## src/hw/rtl/nqbs_pkg.sv

```systemverilog
// ----------------------------------------------------------------------------
// N-queens search package
// Shared constants, register indexes and controller/datapath handshake types.
// ----------------------------------------------------------------------------
package nqbs_pkg;

  localparam int DEF_MAX_QUEENS = 16;

  localparam int CFG_IDX_W  = 1;
  localparam int CFG_DATA_W = 32;
  localparam int BOARD_W    = 5;
  localparam int BUDGET_W   = 32;

  localparam logic [CFG_IDX_W-1:0] REG_BOARD_SIZE  = 1'd0;
  localparam logic [CFG_IDX_W-1:0] REG_STEP_BUDGET = 1'd1;

  localparam logic [BOARD_W-1:0]  BOARD_RST  = 5'd8;
  localparam logic [BUDGET_W-1:0] BUDGET_RST = 32'd1000000;

  localparam int IN_TDATA_W  = 8;
  localparam int OUT_TDATA_W = 16;
  localparam int COL_OUT_W   = 4;
  localparam int ROW_OUT_W   = 4;
  localparam int DEPTH_OUT_W = 5;

  typedef struct packed {
    logic init;
    logic step;
    logic finish;
    logic emit_adv;
  } dp_cmd_t;

  typedef struct packed {
    logic at_full;
    logic budget_hit;
    logic exhaust;
    logic emit_last;
  } dp_sts_t;

endpackage

```

## src/hw/rtl/nqbs_ctrl.sv

```systemverilog
// ----------------------------------------------------------------------------
// N-queens search controller
// Sequences request intake, the backtracking steps and result delivery.
// ----------------------------------------------------------------------------
module nqbs_ctrl
  import nqbs_pkg::*;
(
  input  logic    clk,
  input  logic    rst_n,
  input  logic    in_tvalid,
  input  logic    start_req,
  output logic    in_tready,
  output logic    out_tvalid,
  input  logic    out_tready,
  input  dp_sts_t sts,
  output dp_cmd_t cmd
);

  typedef enum logic [1:0] {
    S_IDLE,
    S_SEARCH,
    S_EMIT
  } state_t;

  state_t state_r;
  logic   in_tready_r;
  logic   out_tvalid_r;

  assign in_tready  = in_tready_r;
  assign out_tvalid = out_tvalid_r;

  always_comb begin
    cmd = '0;
    unique case (state_r)
      S_IDLE: begin
        cmd.init = in_tvalid & start_req;
      end
      S_SEARCH: begin
        if (sts.at_full || sts.budget_hit) begin
          cmd.finish = 1'b1;
        end else begin
          cmd.step = 1'b1;
        end
      end
      S_EMIT: begin
        cmd.emit_adv = out_tready;
      end
      default: begin
        cmd = '0;
      end
    endcase
  end

  always_ff @(posedge clk) begin
    if (!rst_n) begin
      state_r      <= S_IDLE;
      in_tready_r  <= 1'b1;
      out_tvalid_r <= 1'b0;
    end else begin
      unique case (state_r)
        S_IDLE: begin
          if (in_tvalid && start_req) begin
            state_r     <= S_SEARCH;
            in_tready_r <= 1'b0;
          end
        end
        S_SEARCH: begin
          if (sts.at_full || sts.budget_hit || sts.exhaust) begin
            state_r      <= S_EMIT;
            out_tvalid_r <= 1'b1;
          end
        end
        S_EMIT: begin
          if (out_tready && sts.emit_last) begin
            state_r      <= S_IDLE;
            out_tvalid_r <= 1'b0;
            in_tready_r  <= 1'b1;
          end
        end
        default: begin
          state_r <= S_IDLE;
        end
      endcase
    end
  end

endmodule

```

## src/hw/rtl/nqbs_dp.sv

```systemverilog
// ----------------------------------------------------------------------------
// N-queens search datapath
// Holds configuration, the working and best placements and the step counter.
// ----------------------------------------------------------------------------
module nqbs_dp
  import nqbs_pkg::*;
#(
  parameter int MAX_QUEENS = DEF_MAX_QUEENS
) (
  input  logic                   clk,
  input  logic                   rst_n,
  input  logic                   cfg_we,
  input  logic [CFG_IDX_W-1:0]   cfg_index,
  input  logic [CFG_DATA_W-1:0]  cfg_data,
  input  dp_cmd_t                cmd,
  output dp_sts_t                sts,
  output logic [OUT_TDATA_W-1:0] out_tdata,
  output logic                   out_tlast
);

  localparam int COL_W = $clog2(MAX_QUEENS);
  localparam int CNT_W = $clog2(MAX_QUEENS + 1);
  localparam int ROW_W = COL_W;

  logic [BOARD_W-1:0]  board_size_r;
  logic [BUDGET_W-1:0] step_budget_r;

  logic [ROW_W-1:0] rows_r      [MAX_QUEENS];
  logic [ROW_W-1:0] rows_upd    [MAX_QUEENS];
  logic [ROW_W-1:0] best_rows_r [MAX_QUEENS];
  logic [MAX_QUEENS-1:0] valid_r;
  logic [CNT_W-1:0]    active_r;
  logic [CNT_W-1:0]    best_depth_r;
  logic [BUDGET_W-1:0] steps_r;
  logic                solved_r;
  logic                ran_out_r;
  logic [COL_W-1:0]    k_r;

  logic [CNT_W-1:0] n;
  logic [COL_W-1:0] col;
  logic [CNT_W-1:0] r_try;
  logic [CNT_W-1:0] active_inc;
  logic             over;
  logic             fits;
  logic [MAX_QUEENS-1:0] clash;
  logic [CNT_W-1:0] lane_other [MAX_QUEENS];
  logic [CNT_W-1:0] lane_diff  [MAX_QUEENS];
  logic [CNT_W-1:0] lane_dist  [MAX_QUEENS];

  logic             placed;
  logic [ROW_OUT_W-1:0] row_out;

  always_comb begin
    if (board_size_r == '0) begin
      n = CNT_W'(1);
    end else if (32'(board_size_r) > MAX_QUEENS) begin
      n = CNT_W'(MAX_QUEENS);
    end else begin
      n = CNT_W'(board_size_r);
    end
  end

  assign col        = active_r[COL_W-1:0];
  assign r_try      = valid_r[col] ? CNT_W'(rows_r[col]) + CNT_W'(1) : '0;
  assign over       = (r_try >= n);
  assign active_inc = active_r + CNT_W'(1);

  always_comb begin
    for (int i = 0; i < MAX_QUEENS; i++) begin
      lane_other[i] = CNT_W'(rows_r[i]);
      lane_dist[i]  = active_r - CNT_W'(i);
      lane_diff[i]  = (lane_other[i] > r_try) ? lane_other[i] - r_try
                                              : r_try - lane_other[i];
      clash[i]      = (CNT_W'(i) < active_r) &&
                      ((lane_diff[i] == '0) || (lane_diff[i] == lane_dist[i]));
    end
  end

  assign fits = ~|clash;

  always_comb begin
    rows_upd      = rows_r;
    rows_upd[col] = r_try[ROW_W-1:0];
  end

  assign sts.at_full    = (active_r >= n);
  assign sts.budget_hit = (steps_r >= step_budget_r);
  assign sts.exhaust    = over && (active_r == '0);
  assign sts.emit_last  = ((CNT_W'(k_r) + CNT_W'(1)) == n);

  always_ff @(posedge clk) begin
    if (!rst_n) begin
      board_size_r  <= BOARD_RST;
      step_budget_r <= BUDGET_RST;
      valid_r       <= '0;
      active_r      <= '0;
      best_depth_r  <= '0;
      steps_r       <= '0;
      solved_r      <= 1'b0;
      ran_out_r     <= 1'b0;
      k_r           <= '0;
    end else begin
      if (cfg_we) begin
        unique case (cfg_index)
          REG_BOARD_SIZE:  board_size_r  <= cfg_data[BOARD_W-1:0];
          REG_STEP_BUDGET: step_budget_r <= cfg_data[BUDGET_W-1:0];
          default: ;
        endcase
      end
      if (cmd.init) begin
        valid_r      <= '0;
        active_r     <= '0;
        best_depth_r <= '0;
        steps_r      <= '0;
        solved_r     <= 1'b0;
        ran_out_r    <= 1'b0;
        k_r          <= '0;
      end
      if (cmd.step) begin
        steps_r <= steps_r + BUDGET_W'(1);
        if (over) begin
          valid_r[col] <= 1'b0;
          if (active_r != '0) begin
            active_r <= active_r - CNT_W'(1);
          end
        end else begin
          valid_r[col] <= 1'b1;
          if (fits) begin
            active_r <= active_inc;
            if (active_inc > best_depth_r) begin
              best_depth_r <= active_inc;
            end
          end
        end
      end
      if (cmd.finish) begin
        solved_r  <= sts.at_full;
        ran_out_r <= ~sts.at_full & sts.budget_hit;
      end
      if (cmd.emit_adv) begin
        k_r <= k_r + COL_W'(1);
      end
    end
  end

  always_ff @(posedge clk) begin
    if (cmd.step && !over) begin
      rows_r[col] <= r_try[ROW_W-1:0];
      if (fits && (active_inc > best_depth_r)) begin
        best_rows_r <= rows_upd;
      end
    end
  end

  assign placed  = (CNT_W'(k_r) < best_depth_r);
  assign row_out = placed ? ROW_OUT_W'(best_rows_r[k_r]) : '0;

  assign out_tdata = {ran_out_r,
                      solved_r,
                      DEPTH_OUT_W'(best_depth_r),
                      placed,
                      row_out,
                      COL_OUT_W'(k_r)};
  assign out_tlast = sts.emit_last;

endmodule

```

## src/hw/rtl/n_queens_backtrack_search.sv

```systemverilog
// ----------------------------------------------------------------------------
// N-queens backtracking search
// A request with start_req set runs one column-by-column backtracking search
// and returns the deepest conflict-free placement, one result per column.
//
// Channels: cfg_* writes board_size (index 0) or step_budget (index 1) and is
// always ready; write only while no request is in progress. in_* takes a
// request when idle; a request with start_req clear is taken and dropped.
// out_* returns n results (n = board_size clamped to 1..MAX_QUEENS), column
// 0 first, out_tlast on column n-1.
// Search: each step tries a row or backtracks, and a search makes at most
// step_budget steps; then n results follow, one per cycle while out_tready
// is high. The next request is taken the cycle after the last result. The
// step loop makes one step per cycle, checking the new row against all
// earlier columns at once.
// Reset: registers return to board_size 8, step_budget 1000000, idle.
// A stalled receiver holds the current result until it is taken.
// ----------------------------------------------------------------------------
module n_queens_backtrack_search
  import nqbs_pkg::*;
#(
  parameter int MAX_QUEENS = DEF_MAX_QUEENS
) (
  input  logic                   clk,
  input  logic                   rst_n,
  input  logic                   cfg_valid,
  output logic                   cfg_ready,
  input  logic [CFG_IDX_W-1:0]   cfg_index,
  input  logic [CFG_DATA_W-1:0]  cfg_data,
  input  logic                   in_tvalid,
  output logic                   in_tready,
  input  logic [IN_TDATA_W-1:0]  in_tdata,   // [0] start_req, [7:1] zero
  output logic                   out_tvalid,
  input  logic                   out_tready,
  // [3:0] column, [7:4] row, [8] row_placed, [13:9] queens_placed,
  // [14] solved, [15] budget_ran_out
  output logic [OUT_TDATA_W-1:0] out_tdata,
  output logic                   out_tlast
);

  dp_cmd_t cmd;
  dp_sts_t sts;

  assign cfg_ready = 1'b1;

  nqbs_ctrl u_ctrl (
    .clk        (clk),
    .rst_n      (rst_n),
    .in_tvalid  (in_tvalid),
    .start_req  (in_tdata[0]),
    .in_tready  (in_tready),
    .out_tvalid (out_tvalid),
    .out_tready (out_tready),
    .sts        (sts),
    .cmd        (cmd)
  );

  nqbs_dp #(
    .MAX_QUEENS (MAX_QUEENS)
  ) u_dp (
    .clk       (clk),
    .rst_n     (rst_n),
    .cfg_we    (cfg_valid),
    .cfg_index (cfg_index),
    .cfg_data  (cfg_data),
    .cmd       (cmd),
    .sts       (sts),
    .out_tdata (out_tdata),
    .out_tlast (out_tlast)
  );

endmodule

```

## config.mk

```make
export PLATFORM = sky130hd
export DESIGN_NAME = n_queens_backtrack_search
export DESIGN_NICKNAME = d
export VERILOG_FILES = /design/src/hw/rtl/nqbs_pkg.sv /design/src/hw/rtl/nqbs_ctrl.sv /design/src/hw/rtl/nqbs_dp.sv /design/src/hw/rtl/n_queens_backtrack_search.sv
export SDC_FILE = /design/constraint.sdc
export NUM_CORES = 1
export LEC_CHECK = 0
export ABC_AREA = 1
export BUFFER_PORTS_ARGS = -buffer_cell sky130_fd_sc_hd__buf_2
export CORE_MARGIN = 3
export CORE_UTILIZATION = 34
export CTS_BUF_LIST = sky130_fd_sc_hd__clkbuf_8
export DETAILED_ROUTE_END_ITERATION = 16
export GPL_TIMING_DRIVEN = 1
export SLEW_MARGIN = 40
export SYNTH_ARGS = -nofsm -noshare
export SYNTH_HDL_FRONTEND = slang
export SYNTH_SLANG_ARGS = --single-unit
```

## constraint.sdc

```tcl
create_clock -name clk -period 11.9 [get_ports clk]
set_input_delay 1.19 -clock clk [delete_from_list [all_inputs] [get_ports clk]]
set_output_delay 1.19 -clock clk [all_outputs]
set_load 0.005 [all_outputs]
```

== Word level (Yosys, flattened, before mapping) ==
Cells that the tools add are included.

* $add $sub $neg: 52
* $lt $le $gt $ge: 43
* Equal/unequal tests: 22
* Muxes and demuxes: 69
* Bitwise logic cells: 9
* Reduce and logical (&&, ||, !) cells: 75

{| class="wikitable"
|+ Operator list
! cell !! number
|-
| $mux 5 || 29
|-
| $logic_not 5->1 || 18
|-
| $eq 5x5->1 || 17
|-
| $gt 4x5->1 || 16
|-
| $sub 4x5->5 || 16
|-
| $sub 5x4->5 || 16
|-
| $bwmux 64 || 1
|-
| $mux 16 || 4
|-
| $mux 32 || 2
|-
| $lt 4x5->1 const A || 8
|-
| $sub 5x4->5 const B || 8
|-
| $add 32x1->32 const B || 1
|-
| $bmux 4 s4 || 2
|-
| $ge 32x32->1 || 1
|-
| $mux 4 || 8
|-
| $logic_and 1x1->1 || 23
|-
| $lt 3x5->1 const A || 4
|-
| $sub 5x3->5 const B || 4
|-
| $logic_or 1x1->1 || 18
|-
| $and 16x16->16 || 1
|-
| $demux 4 s4 || 1
|-
| $not 16->16 || 1
|-
| $or 16x16->16 || 1
|-
| $reduce_or 16->1 || 1
|-
| other kinds (33) || 69
|}

* Flip-flop bits (word level): 233
* Output and inout port bits: 20
* Logic and storage cells: 314

== Longest topological paths before layout ==
Gate-level depths: netlist (run 1).

* Depth in word-level cells: 15
* Gate-level depth with buffers: 42
* Depth with buffers taken out: 37

== By module ==
From an unflattened synthesis (run 1), not the netlist that was laid out.

* Cells, all modules: 2819
* Area total of the unflattened synthesis: 19972.9 µm²

{| class="wikitable"
|+ By module, submodules not included
! module !! instances !! cells each !! area each (µm²)
|-
| nqbs_dp || 1 || 2785 || 19761.5
|-
| nqbs_ctrl || 1 || 32 || 200.2
|-
| n_queens_backtrack_search || 1 || 2 || 11.3
|}

== Least setup slack after synthesis (run 1) ==
No wires, ideal clock.

* Path type: register -> register
* Start point: reg u_dp.active_r[0]
* End point: reg u_dp.best_rows_r[0] in the netlist's numbering, enable pin
* Data arrival time: 7.943 ns
* Data required time: 11.154 ns
* Setup slack: 3.210 ns
* Stages on the path, launching flop included: 31
* Cell sequence: dfxtp_1 clkbuf_1 clkbuf_1 buf_1 a21oi_1 o21ai_0 nand3_1 nand2_1 inv_1 ha_1 nand2_1 clkbuf_1 inv_1 ha_1 nand3_1 nand2_1 nand2_1 a21oi_1 nand2_1 nand2_1 nand2_1 a21oi_1 nand3_1 nand2_1 nand2_1 nand2_1 nor2_1 nand2_1 nor2_4 nand3b_4 clkinv_1

* Cells in the longest elaborated chain, start to end: 15

{| class="wikitable"
|+ RTL lines
! item !! line !! source
|-
| from (decl) || nqbs_dp.sv:32 || <nowiki>logic [CNT_W-1:0] active_r;</nowiki>
|-
| from (signal assigned) || nqbs_dp.sv:124 || <nowiki>active_r <= active_r - CNT_W'(1);</nowiki>
|-
| from (signal assigned) || nqbs_dp.sv:129 || <nowiki>active_r <= active_inc;</nowiki>
|-
| $not 4->5 (not written as such) || nqbs_dp.sv:64 || <nowiki>assign r_try = valid_r[col] ? CNT_W'(rows_r[col]) + CNT_W'(1) : '0;</nowiki>
|-
| $bmux 4 s4 || nqbs_dp.sv:64 ||
|-
| $mux 4 (not written as such) (2 in a row) || nqbs_dp.sv:64 ||
|-
| $add 4x1->5 || nqbs_dp.sv:64 ||
|-
| $mux 5 || nqbs_dp.sv:64 ||
|-
| $sub 5x4->5 (tied with other cells) || nqbs_dp.sv:73 || <nowiki>: r_try - lane_other[i];</nowiki>
|-
| $mux 5 || nqbs_dp.sv:72 || <nowiki>lane_diff[i] = (lane_other[i] > r_try) ? lane_other[i] - r_try</nowiki>
|-
| $eq 5x5->1 / $logic_not 5->1 (equally long branches) || nqbs_dp.sv:75 || <nowiki>((lane_diff[i] == '0) || (lane_diff[i] == lane_dist[i]));</nowiki>
|-
| $logic_or 1x1->1 || nqbs_dp.sv:75 ||
|-
| $logic_and 1x1->1 || nqbs_dp.sv:74 || <nowiki>clash[i] = (CNT_W'(i) < active_r) &&</nowiki>
|-
| $reduce_or 16->1 || nqbs_dp.sv:79 || <nowiki>assign fits = ~|clash;</nowiki>
|-
| $logic_not 1->1 || nqbs_dp.sv:79 ||
|-
| $logic_and 1x1->1 || nqbs_dp.sv:149 || <nowiki>if (fits && (active_inc > best_depth_r)) begin</nowiki>
|-
| $reduce_and 2->1 (no source line) * || - ||
|-
| to (signal assigned) || nqbs_dp.sv:150 || <nowiki>best_rows_r <= rows_upd;</nowiki>
|-
| to (decl) || nqbs_dp.sv:30 || <nowiki>logic [ROW_W-1:0] best_rows_r [MAX_QUEENS];</nowiki>
|}

Mark *: on every way between the ends. The rest lies on a longest branch, timed or not. The select of a mux whose other input is x is not followed.
A chain may end at the register's enable or synchronous reset.

== Worst setup path in the final report (run 1) ==
* Start point: reg u_dp.active_r[0]
* End point: reg u_dp.best_rows_r[45] in the netlist's numbering, enable pin

Same word-level chain as after synthesis.

==> impl_summary.log, run 1 <==
INFO  metric cp_common_cell = sky130_fd_sc_hd__nand2_1
INFO  metric portBuffers = 57
INFO  metric synthMostInstantiatedCell = sky130_fd_sc_hd__nand2_1
INFO  metric layout_worst_path_cycle_share = 66.45%
INFO  metric clock_tree.root_cell = sky130_fd_sc_hd__clkbuf_8
INFO  metric critical_path.max_fanout = 38
INFO  metric drcViolationCount = 0
INFO  metric rsz0062_at_grt = false
INFO  metric drt-met1-wl = 29.74 mm
INFO  metric timing.setup.tns = 0 ns
INFO  metric finalCoreUtilization = 37.86%
INFO  metric finalHoldViolCount = 0
INFO  metric grt_pass1_vias = 17770
INFO  metric yosysWarningCount = 0
INFO  metric area_growth_from_synthesis_to_layout = 9.367%
INFO  metric drive_gt1_share = 5.882%
INFO  metric worst-endpoint-arrival = 8.13 ns
INFO  metric insertion_delay = 0.62 ns
INFO  metric clock_tree.htree_level_count = 2
INFO  metric worst_ep_required_time = 12.12 ns
INFO  metric dr_wl_met2 = 26.94 mm
INFO  metric synth_fp_nets = 3142
INFO  metric antennaDiodeCount = 0
INFO  metric track_usage = 20.12%
INFO  metric skew = 0.04906 ns
INFO  metric die_width = 249.1 µm
INFO  metric synth_largest_area_cell = sky130_fd_sc_hd__edfxtp_1
INFO  metric io-pin-count = 66
INFO  metric drt-pass1-iter-count = 6
INFO  metric dr_wl_met3 = 5.014 mm
INFO  metric postSynthAreaPerCell = 7.019 µm²
INFO  metric core_area = 58030 µm²
INFO  metric worst_slew_margin_rel = 39.36%
INFO  metric fin_worst_hold_slack = 0.4560 ns
INFO  metric synth_seq_cells = 233
INFO  metric holdBufCountCts = 0
INFO  metric clock_sink_count = 233
INFO  metric avgViaCountPerCell = 5.176
INFO  metric finalMaxSlewViolations = 0
INFO  metric endpoint_kind = flip-flop
INFO  metric post-cts-setup-buffer-count = 0
INFO  metric tightest_slew = 0.9032 ns
INFO  metric wl_per_cell = 17.35 µm
INFO  metric antenna_violations_before_repair = 0
INFO  metric min-delay-path-class = reg2reg
INFO  metric power.leakage = 10.43 nW
INFO  metric detailed_place_hpwl = 45.31 mm
INFO  metric run_status = finished clean
INFO  metric grt_max_degree = 65
INFO  metric synth.top_cell.area_share = 19.13%
INFO  metric post_synth_instance_area = 20090 µm²
INFO  metric asyncSetResetFlopFracSynth = 0%
INFO  metric clock_pin_transition_on_the_worst_setup_and_hold_timing_paths = 0.06 ns
INFO  metric cts-buffers-inserted = 42
INFO  metric power_per_cell_area = 270.2 nW/µm²
INFO  metric critPathKind = reg2reg
INFO  metric floorplan.rows = 88
INFO  metric max_stage_delay = 0.53 ns
INFO  metric irDropWorstVdd = 0.1510 mV
INFO  metric nets = 3175
INFO  metric cts-root-to-sink-buffers = 3
INFO  metric fmax = 126.5 MHz
INFO  metric die-height = 249.1 µm
INFO  metric min_clock_period_post_route = 7.908 ns
INFO  metric worst_path_max_delay_cell = sky130_fd_sc_hd__buf_4
INFO  metric ys.flop_type = sky130_fd_sc_hd__edfxtp_1
INFO  metric critical_path.startpoint_type = flip-flop
INFO  metric postCtsResizedCells = 0
INFO  metric postSynthCellCount = 2862
INFO  metric detail-route-antenna-nets = 0
INFO  metric floorplan.die_area = 62040 µm²
INFO  metric gp_routability_congestion = 0.9150
INFO  metric globalRouteOverflowTotal = 0
INFO  metric netlist_cell_types = 47
INFO  metric routed_wl = 63.99 mm
INFO  metric initial_utilization = 34.62%
INFO  metric drv_cap = 0
INFO  metric routed.top_layer = met4
INFO  metric power = 0.005936 W
INFO  metric grt_first_pass_wirelength = 99.27 mm
INFO  metric synth.top_cells.by_count = sky130_fd_sc_hd__nand2_1, sky130_fd_sc_hd__inv_1, sky130_fd_sc_hd__nand3_1
INFO  metric finalSetupViolations = 0
INFO  metric cts_tree = yes
INFO  metric vias = 19100
INFO  metric dr.first_iter.drc_count = 1631
INFO  metric synth_enable_flop_cells = 128
INFO  metric yosysSeqAreaShare = 29.60%
INFO  metric synth_top_cells_by_area = sky130_fd_sc_hd__edfxtp_1, sky130_fd_sc_hd__nand2_1, sky130_fd_sc_hd__ha_1, sky130_fd_sc_hd__dfxtp_1, sky130_fd_sc_hd__inv_1
-- layer usage --
metal,GRT usage (%),vias up
met4,7.029,0
met3,3.675,119
li1,-,9541
met2,30.80,609
met1,28.42,8827
met5,0,-
-- cell families after synthesis --
kind of cell    share of synthesized area (%)
compound gates                          14.48
simple gates                            27.17
xor+xnor                                3.662
flops                                   29.60
fa+ha+maj                               15.77
other cells                           0.01867
buf+inv                                 9.305
-- power by group --
group / leakage (nW) / total (W) / internal [W] / switching (W)
combinational: 7.96 / 0.00403 / 0.00134 / 0.00269
sequential: 2.02 / 0.00117 / 0.00108 / 0.0000941
clock: 0.453 / 0.000731 / 0.000367 / 0.000364
total: 10.4 / 0.00594 / 0.00279 / 0.00315
-- critical path: cells and delay by family (launching register included) --
kind / cells / cell delay (ns)
buffers and inverters: 7 / 2.87
flip-flops: 1 / 0.33
AND/OR/NAND/NOR: 20 / 2.46
AO/OA/AOI/OAI: 5 / 1.11
adder cells (fa/ha/maj): 2 / 0.64
-- metrics by stage --
stage | instances | setup slack (ns) | cell area, µm²
after floorplan | 2862 | 3.210 | 20090
after global placement | 3615 | 3.678 | 21170
after detailed placement | 3616 | 4.011 | 21180
after CTS | 3689 | 3.982 | 21970
after global routing | 3689 | 3.494 | 21970
final | 3689 | 3.992 | 21970
-- path summary, 6_finish.rpt --
kind,depth (start not counted),slack (ns),from,endpoint
max reg2reg,34,3.99,u_dp.active_r[0]$_SDFF_PN0_,u_dp.best_rows_r[45]$_DFFE_PP_
min reg2reg,2,0.46,u_dp.step_budget_r[15]$_SDFFE_PN0P_,u_dp.step_budget_r[15]$_SDFFE_PN0P_
max,34,3.99,u_dp.active_r[0]$_SDFF_PN0_,u_dp.best_rows_r[45]$_DFFE_PP_
min,2,0.46,u_dp.step_budget_r[15]$_SDFFE_PN0P_,u_dp.step_budget_r[15]$_SDFFE_PN0P_
-- sequential cells by signal, summed over array words and instances, names as in the netlist --
register            cells
u_dp.valid_r           16
u_dp.best_rows_r       64
u_dp.step_budget_r     32
u_dp.solved_r           1
u_ctrl.out_tvalid       1
u_dp.lane_other        64
u_dp.board_size_r       5
u_dp.k_r                4
u_dp.ran_out_r          1
u_dp.best_depth_r       5
u_ctrl.state_r          2
u_dp.active_r           5
u_ctrl.in_tready        1
u_dp.steps_r           32
-- final cells by class --
cell class,count,area (µm²)
clock buffer,47,646.9
tap,765,957.2
fill,6204,36050
inverter,377,1416
multi-input combinational,2147,12300
sequential,233,5948
clock inverter,26,140.1
timing repair buffer,94,560.5
-- cells in the final DEF, fill, tap and decap left out, drive strengths merged, types with 32 or more instances in the layout --
master | synthesis | layout
nand2 | 769 | 769
inv | 374 | 388
nand3 | 270 | 270
a21oi | 249 | 249
o21ai | 215 | 215
ha | 202 | 202
nor2 | 161 | 161
edfxtp | 128 | 128
dfxtp | 105 | 105
buf | 33 | 94
xor2 | 73 | 73
clkbuf | 72 | 47
fa | 32 | 32
Power figures use the tool's default switching activity.
==> run 2: changes to the inputs <==
- clock period: 11.9 -> 8.1 ns (I/O delays scaled with it)
==> run 2 against run 1 <==
Effect of this change:
- core utilization increased by 0.42 points
- critical path type unchanged
- non-clock buffer count increased by 8
- total power increased by 51%
- clock skew decreased by 0.010 ns
- register-to-register slack got worse by 2.4 ns
- highest routed layer unchanged
==> impl_summary.log, run 2 (synthesis gave the netlist of run 1 again) <==
INFO  metric run_status = finished clean
INFO  metric cts-root-to-sink-buffers = 3
INFO  metric drcViolationCount = 0
INFO  metric drt-pass1-iter-count = 5
INFO  metric wl_per_cell = 17.56 µm
INFO  metric antennaDiodeCount = 0
INFO  metric timing.setup.tns = 0 ns
INFO  metric skew = 0.03892 ns
INFO  metric cp_common_cell = sky130_fd_sc_hd__nand2_1
INFO  metric path_delay_family = simple AND/OR/NAND/NOR gates
INFO  metric final_common_cell = sky130_fd_sc_hd__nand2_1
INFO  metric holdBufCountCts = 0
INFO  metric final_cell_mix = sky130_fd_sc_hd__nand2_1, sky130_fd_sc_hd__inv_1, sky130_fd_sc_hd__nand3_1
INFO  metric finalSetupViolations = 0
INFO  metric worst_slew_margin_rel = 37.90%
INFO  metric clock_tree.root_cell = sky130_fd_sc_hd__clkbuf_8
INFO  metric max_stage_delay = 0.59 ns
INFO  metric initial_utilization = 34.62%
INFO  metric io-pin-count = 66
INFO  metric detailed_place_hpwl = 45.87 mm
INFO  metric critical_path.startpoint = u_dp.active_r[0]$_SDFF_PN0_
INFO  metric antenna_violations_before_repair = 0
INFO  metric detail-route-antenna-nets = 0
INFO  metric fmax = 154.3 MHz
INFO  metric area_growth_from_synthesis_to_layout = 10.58%
INFO  metric r2r_end = u_dp.best_rows_r[63]$_DFFE_PP_
INFO  metric holdPathStages = 3
INFO  metric regToRegStartpoint = u_dp.active_r[0]$_SDFF_PN0_
INFO  metric vias = 19190
INFO  metric grt_pass1_vias = 17940
INFO  metric critical_path.startpoint_type = flip-flop
INFO  metric worst_ep_required_time = 8.35 ns
INFO  metric power_per_cell_area = 404.8 nW/µm²
INFO  metric insertion_delay = 0.63 ns
INFO  metric cts_tree = yes
INFO  metric gp_routability_congestion = 0.9291
INFO  metric power = 0.008992 W
INFO  metric critPathKind = reg2reg
INFO  metric routed_wl = 64.96 mm
INFO  metric min-delay-path-class = in2reg
INFO  metric grt_max_degree = 84
INFO  metric irDropWorstVdd = 0.2650 mV
INFO  metric postCtsResizedCells = 0
INFO  metric nets = 3184
INFO  metric grt_first_pass_wirelength = 100.3 mm
INFO  metric clock_tree.htree_level_count = 2
INFO  metric timing.critical_path.buf_inv = 6
INFO  metric worst_reg_to_reg_path_cell_count = 30
INFO  metric avgViaCountPerCell = 5.187
INFO  metric filler_cell_count = 6229
INFO  metric min_clock_period_post_route = 6.479 ns
INFO  metric finalMaxSlewViolations = 0
INFO  metric portBuffers = 57
INFO  metric hold_start = cfg_data[14]
INFO  metric timing.hold.worst_endpoint = u_dp.step_budget_r[14]$_SDFFE_PN1P_
INFO  metric worst_path_max_delay_cell = sky130_fd_sc_hd__buf_4
INFO  metric globalRouteOverflowTotal = 0
INFO  metric track_usage = 20.33%
INFO  metric core_area = 58030 µm²
INFO  metric die-height = 249.1 µm
INFO  metric drv_cap = 0
INFO  metric floorplan.die_area = 62040 µm²
INFO  metric critical_path.max_fanout = 65
INFO  metric power.leakage = 10.56 nW
INFO  metric dr.first_iter.drc_count = 1645
INFO  metric clock_pin_transition_on_the_worst_setup_and_hold_timing_paths = 0.06 ns
INFO  metric post-cts-setup-buffer-count = 0
INFO  metric finalHoldViolCount = 0
INFO  metric die_width = 249.1 µm
INFO  metric reg2reg_slack = 1.62 ns
INFO  metric rsz0062_at_grt = false
INFO  metric tightest_slew = 0.9243 ns
INFO  metric clock_sink_count = 233
INFO  metric layout_worst_path_cycle_share = 79.99%
INFO  metric cts-buffers-inserted = 43
INFO  metric floorplan.rows = 88
INFO  metric drive_gt1_share = 6.303%
INFO  metric endpoint_kind = flip-flop
INFO  metric worst-endpoint-arrival = 6.73 ns
run 2: changes by cell type in the layout (fill, tap and decap cells not counted), moves of 2 or more:
cell	before	now
sky130_fd_sc_hd__buf_12	0	3
sky130_fd_sc_hd__buf_4	36	41
sky130_fd_sc_hd__bufinv_16	0	6
sky130_fd_sc_hd__clkinv_2	6	4
sky130_fd_sc_hd__inv_6	0	2
run 2: worst max-delay path by stage:
stage | to | slack, ns | cells after the start
floorplan | u_dp.best_rows_r[0]$_DFFE_PP_ | 0.36 | 30
global placement | u_dp.best_rows_r[54]$_DFFE_PP_ | 1.80 | 33
detailed placement | u_dp.best_rows_r[54]$_DFFE_PP_ | 1.81 | 33
CTS | u_dp.best_rows_r[63]$_DFFE_PP_ | 1.80 | 33
global route | u_dp.best_rows_r[63]$_DFFE_PP_ | 1.16 | 35
finish | u_dp.best_rows_r[63]$_DFFE_PP_ | 1.62 | 30
run 2: power by group:
part	switching (W)	total (W)	internal, W	leakage (nW)
logic	0.00397	0.00600	0.00203	8.01
clock network	0.000539	0.00126	0.000719	0.523
registers	0.000148	0.00173	0.00159	2.02
run 2: per-layer routing:
metal | global-route usage (%) | up-vias | share of wire, %
li1 | - | 9551 | -
met1 | 28.02 | 8913 | 45
met2 | 32.81 | 618 | 45
met3 | 2.996 | 109 | 7.2
met4 | 6.482 | 0 | 3.1
met5 | 0 | - | 0
run 2: stage by stage:
stage                     instance area [µm²]  cells  setup WS, ns  hold WS, ns  utilization [%]
final                                   22220   3700         1.621       0.4288            38.28
after global routing                    22220   3700         1.157       0.4093            38.28
after CTS                               22220   3700         1.804       0.3745            38.28
after detailed placement                21290   3624         1.814       0.4510            36.69
after global placement                  21270   3623         1.801       0.4494            36.66
after floorplan                         20090   2862        0.3639       0.4331                -
run 2: final cells by class:
class / instances / area [µm²] / share of cell area (%)
clock inverter: 30 / 291.5 / 1.312
multi-input combinational: 2147 / 12310 / 55.42
sequential: 233 / 5948 / 26.78
tap: 765 / 957.2 / 4.309
clock buffer: 46 / 633.1 / 2.850
timing repair buffer: 102 / 658.1 / 2.963
inverter: 377 / 1416 / 6.376
run 2: tightest hold or removal path: stages:
cell and delay, ns:
sky130_fd_sc_hd__buf_2 0.07, sky130_fd_sc_hd__nand2_1 0.04, sky130_fd_sc_hd__o211ai_1 0.06
==> run 3: changes to the inputs <==
- ABC_AREA: 1 -> 0
- clock period: 8.1 -> 6.2 ns (I/O delays scaled with it)
==> run 3 against run 2 <==
Effect of this change:
- core utilization grew 2.8 points
- clock-buffer cell count shrank 2
- wire length grew 12%
- clock power grew 8%
- first-iteration DRC count shrank 8.2%
- via count shrank 0.54%
- global-route usage grew 1.9 points
- sequential share of layout area shrank 2.5 points
- sequential power grew 3%
- final cell count shrank 9.6%
==> impl_summary.log, run 3 <==
INFO  metric run_status = finished clean
INFO  metric post_synth_and_or_nand_nor_area_fraction = 16.62%
INFO  metric worst_path_max_delay_cell = sky130_fd_sc_hd__mux4_2
INFO  metric io-pin-count = 66
INFO  metric yosysWarningCount = 0
INFO  metric regToRegStartpoint = u_dp.active_r[0]$_SDFF_PN0_
INFO  metric postPlaceCellArea = 23540 µm²
INFO  metric gp_routability_congestion = 0.9748
INFO  metric grt_max_degree = 88
INFO  metric drive_gt1_share = 19.25%
INFO  metric synth_enable_flop_cells = 128
INFO  metric critical_path.max_fanout = 15
INFO  metric finalMaxSlewViolations = 0
INFO  metric timing.critical_path.buf_inv = 4
INFO  metric yosysSeqAreaShare = 28.70%
INFO  metric core_area = 59690 µm²
INFO  metric cts_tree = yes
INFO  metric dr.first_iter.drc_count = 1510
INFO  metric endpoint = u_dp.active_r[2]$_SDFF_PN0_
INFO  metric irDropWorstVdd = 0.1588 mV
INFO  metric synth.top_cells.by_count = sky130_fd_sc_hd__nand2_1, sky130_fd_sc_hd__ha_1, sky130_fd_sc_hd__inv_1
INFO  metric antenna_violations_before_repair = 0
INFO  metric largest_family_of_logic_cells_by_synthesized_area = compound AO/OA/AOI/OAI gates
INFO  metric detail-route-antenna-nets = 0
INFO  metric routed_wl = 73.06 mm
INFO  metric r2r_end = u_dp.active_r[2]$_SDFF_PN0_
INFO  metric fin_worst_hold_slack = 0.2944 ns
INFO  metric reg2reg_slack = 0.13 ns
INFO  metric drt-pass1-iter-count = 5
INFO  metric die-height = 252.8 µm
INFO  metric clock_tree.htree_level_count = 2
INFO  metric holdPathStages = 3
INFO  metric initial_utilization = 34.71%
INFO  metric cts-root-to-sink-buffers = 3
INFO  metric asyncSetResetFlopFracSynth = 0%
INFO  metric worst_ep_required_time = 6.66 ns
INFO  metric tightest_slew = 0.7923 ns
INFO  metric power.leakage = 10.07 nW
INFO  metric vias = 19090
INFO  metric worst-endpoint-arrival = 6.53 ns
INFO  metric holdBufCountCts = 0
INFO  metric grt_first_pass_wirelength = 110.3 mm
INFO  metric synthMostInstantiatedCell = sky130_fd_sc_hd__nand2_1
INFO  metric critPathKind = reg2reg
INFO  metric setup_slack = 0.1307 ns
INFO  metric synth_seq_cells = 233
INFO  metric netlist_cell_types = 98
INFO  metric synth_fp_nets = 2611
INFO  metric post-route-cell-area = 24510 µm²
INFO  metric final_common_cell = sky130_fd_sc_hd__nand2_1
INFO  metric portBuffers = 57
INFO  metric fmax = 164.8 MHz
INFO  metric critical_path.startpoint = u_dp.active_r[0]$_SDFF_PN0_
INFO  metric power = 0.005095 W
INFO  metric antennaDiodeCount = 0
INFO  metric path_delay_family = multiplexers
INFO  metric crit_cells = 21
INFO  metric synth_top_cells_by_area = sky130_fd_sc_hd__edfxtp_1, sky130_fd_sc_hd__ha_1, sky130_fd_sc_hd__dfxtp_1, sky130_fd_sc_hd__nand2_1, sky130_fd_sc_hd__mux4_2
INFO  metric track_usage = 22.26%
INFO  metric clock_pin_transition_on_the_worst_setup_and_hold_timing_paths = 0.07 ns
INFO  metric worst_slew_margin_rel = 46.99%
INFO  metric post_synth_xor_area_fraction = 6.167%
INFO  metric insertion_delay = 0.57 ns
INFO  metric min-delay-path-class = in2reg
INFO  metric avgViaCountPerCell = 5.708
INFO  metric synth-adder-area-share = 15.29%
INFO  metric clock_tree.root_cell = sky130_fd_sc_hd__clkbuf_8
INFO  metric drv_cap = 0
INFO  metric finalHoldViolCount = 0
INFO  metric drcViolationCount = 0
INFO  metric synth_mux_area_share = 7.598%
INFO  metric power_per_cell_area = 207.9 nW/µm²
INFO  metric worst_reg_to_reg_path_cell_count = 21
INFO  metric min_clock_period_post_route = 6.069 ns
INFO  metric nets = 2824
INFO  metric detailed_place_hpwl = 55.44 mm
INFO  metric layout_worst_path_cycle_share = 97.89%
INFO  metric finalSetupViolations = 0
INFO  metric synth_compound_gate_area_share = 19.59%
INFO  metric postSynthCellCount = 2331
INFO  metric synth_largest_area_cell = sky130_fd_sc_hd__edfxtp_1
INFO  metric wl_per_cell = 21.85 µm
INFO  metric post-place-ws = -0.1177 ns
INFO  metric floorplan.die_area = 63920 µm²
INFO  metric ys.flop_type = sky130_fd_sc_hd__edfxtp_1
INFO  metric critical_path.startpoint_type = flip-flop
INFO  metric final_cell_mix = sky130_fd_sc_hd__nand2_1, sky130_fd_sc_hd__buf_4, sky130_fd_sc_hd__ha_1
INFO  metric area_growth_from_synthesis_to_layout = 18.33%
INFO  metric endpoint_kind = flip-flop
INFO  metric clock_sink_count = 233
INFO  metric skew = 0.04326 ns
INFO  metric worstPathCellList = buf_6 -> mux4_2 -> mux4_2 -> ha_4 -> xnor2_1 -> nand2b_1 -> inv_1 -> buf_4 -> ha_1 -> a21o_1 -> a31oi_1 -> xnor3_1 -> or4_1 -> a221oi_1 -> nand4_1 -> nand4_1 -> nor4_4 -> nand4_4 -> buf_4 -> mux2_2 -> o211ai_1
INFO  metric cts-buffers-inserted = 35
INFO  metric grt_pass1_vias = 18470
INFO  metric postSynthAreaPerCell = 8.887 µm²
INFO  metric globalRouteOverflowTotal = 0
INFO  metric die_width = 252.8 µm
INFO  metric floorplan.rows = 89
INFO  metric synth.top_cell.area_share = 18.56%
INFO  metric max_stage_delay = 0.57 ns
INFO  metric post_synth_instance_area = 20710 µm²
run 3: changes by cell type after synthesis, sizes merged, moves of 64 or more:
cell / previous run / this run
inv: 374 / 185
nand3: 270 / 58
nor2: 161 / 97
a21oi: 249 / 175
o21ai: 215 / 151
xnor2: 11 / 99
nand2: 769 / 266
run 3: layout make-up:
type	instances	area, µm²
sequential	233	5951
timing repair buffer	302	2323
tap	773	967.2
inverter	186	701.9
fill	5908	35180
clock buffer	44	605.6
clock inverter	20	141.4
multi-input combinational	1786	13820
run 3: what timing repair did:
action | in CTS | in global routing
gates cloned | 0 | 1
endpoints found under the setup margin | 74 | 74
resized for setup | 1 | 20
setup buffers | 0 | 9
pin swaps | 0 | 4
run 3: kinds of logic (layout without fill, tap and decap cells):
family                   after synthesis  in the layout
AO/OA/AOI/OAI                        613            613
XOR/XNOR                             141            141
adder cells (fa/ha/maj)              234            234
buffers and inverters                312            552
flip-flops                           233            233
multiplexers                         104            104
other                                  1              1
AND/OR/NAND/NOR                      693            693
run 3: worst min path at each step:
stage / start / end / slack (ns)
after floorplan: u_dp.ran_out_r$_SDFFE_PN0P_ / u_dp.ran_out_r$_SDFFE_PN0P_ / 0.43
after global placement: u_dp.step_budget_r[4]$_SDFFE_PN0P_ / u_dp.step_budget_r[4]$_SDFFE_PN0P_ / 0.44
after detailed placement: u_dp.step_budget_r[24]$_SDFFE_PN0P_ / u_dp.step_budget_r[24]$_SDFFE_PN0P_ / 0.45
after CTS: cfg_data[14] / u_dp.step_budget_r[14]$_SDFFE_PN1P_ / 0.26
after global routing: cfg_data[14] / u_dp.step_budget_r[14]$_SDFFE_PN1P_ / 0.28
final: cfg_data[17] / u_dp.step_budget_r[17]$_SDFFE_PN1P_ / 0.29
run 3: where the power goes:
part | total [W] | internal (W) | switching [W]
clock | 0.00136 | 0.000728 | 0.000629
combinational | 0.00195 | 0.000840 | 0.00111
sequential | 0.00179 | 0.00174 | 0.0000500
run 3: worst min-delay path, stage by stage:
cell and delay [ns]:
sky130_fd_sc_hd__buf_2 0.07, sky130_fd_sc_hd__nand2_1 0.04, sky130_fd_sc_hd__o211ai_1 0.07
run 3: through the flow:
step	setup TNS, ns	util (%)	cells
finish	0	41.07	3344
global route	-0.1563	41.07	3344
CTS	0	40.70	3334
detailed placement	-7.663	39.45	3270
global placement	-0.04257	39.41	3270
floorplan	-62.11	-	2331
run 3: layer usage:
layer | vias up | part of all wire (%) | GRT usage (%)
met5 | - | 0 | 0
met4 | 0 | 4.4 | 9.474
met3 | 168 | 6.6 | 2.660
met2 | 724 | 46 | 36.27
met1 | 9322 | 43 | 29.93
li1 | 8874 | - | -
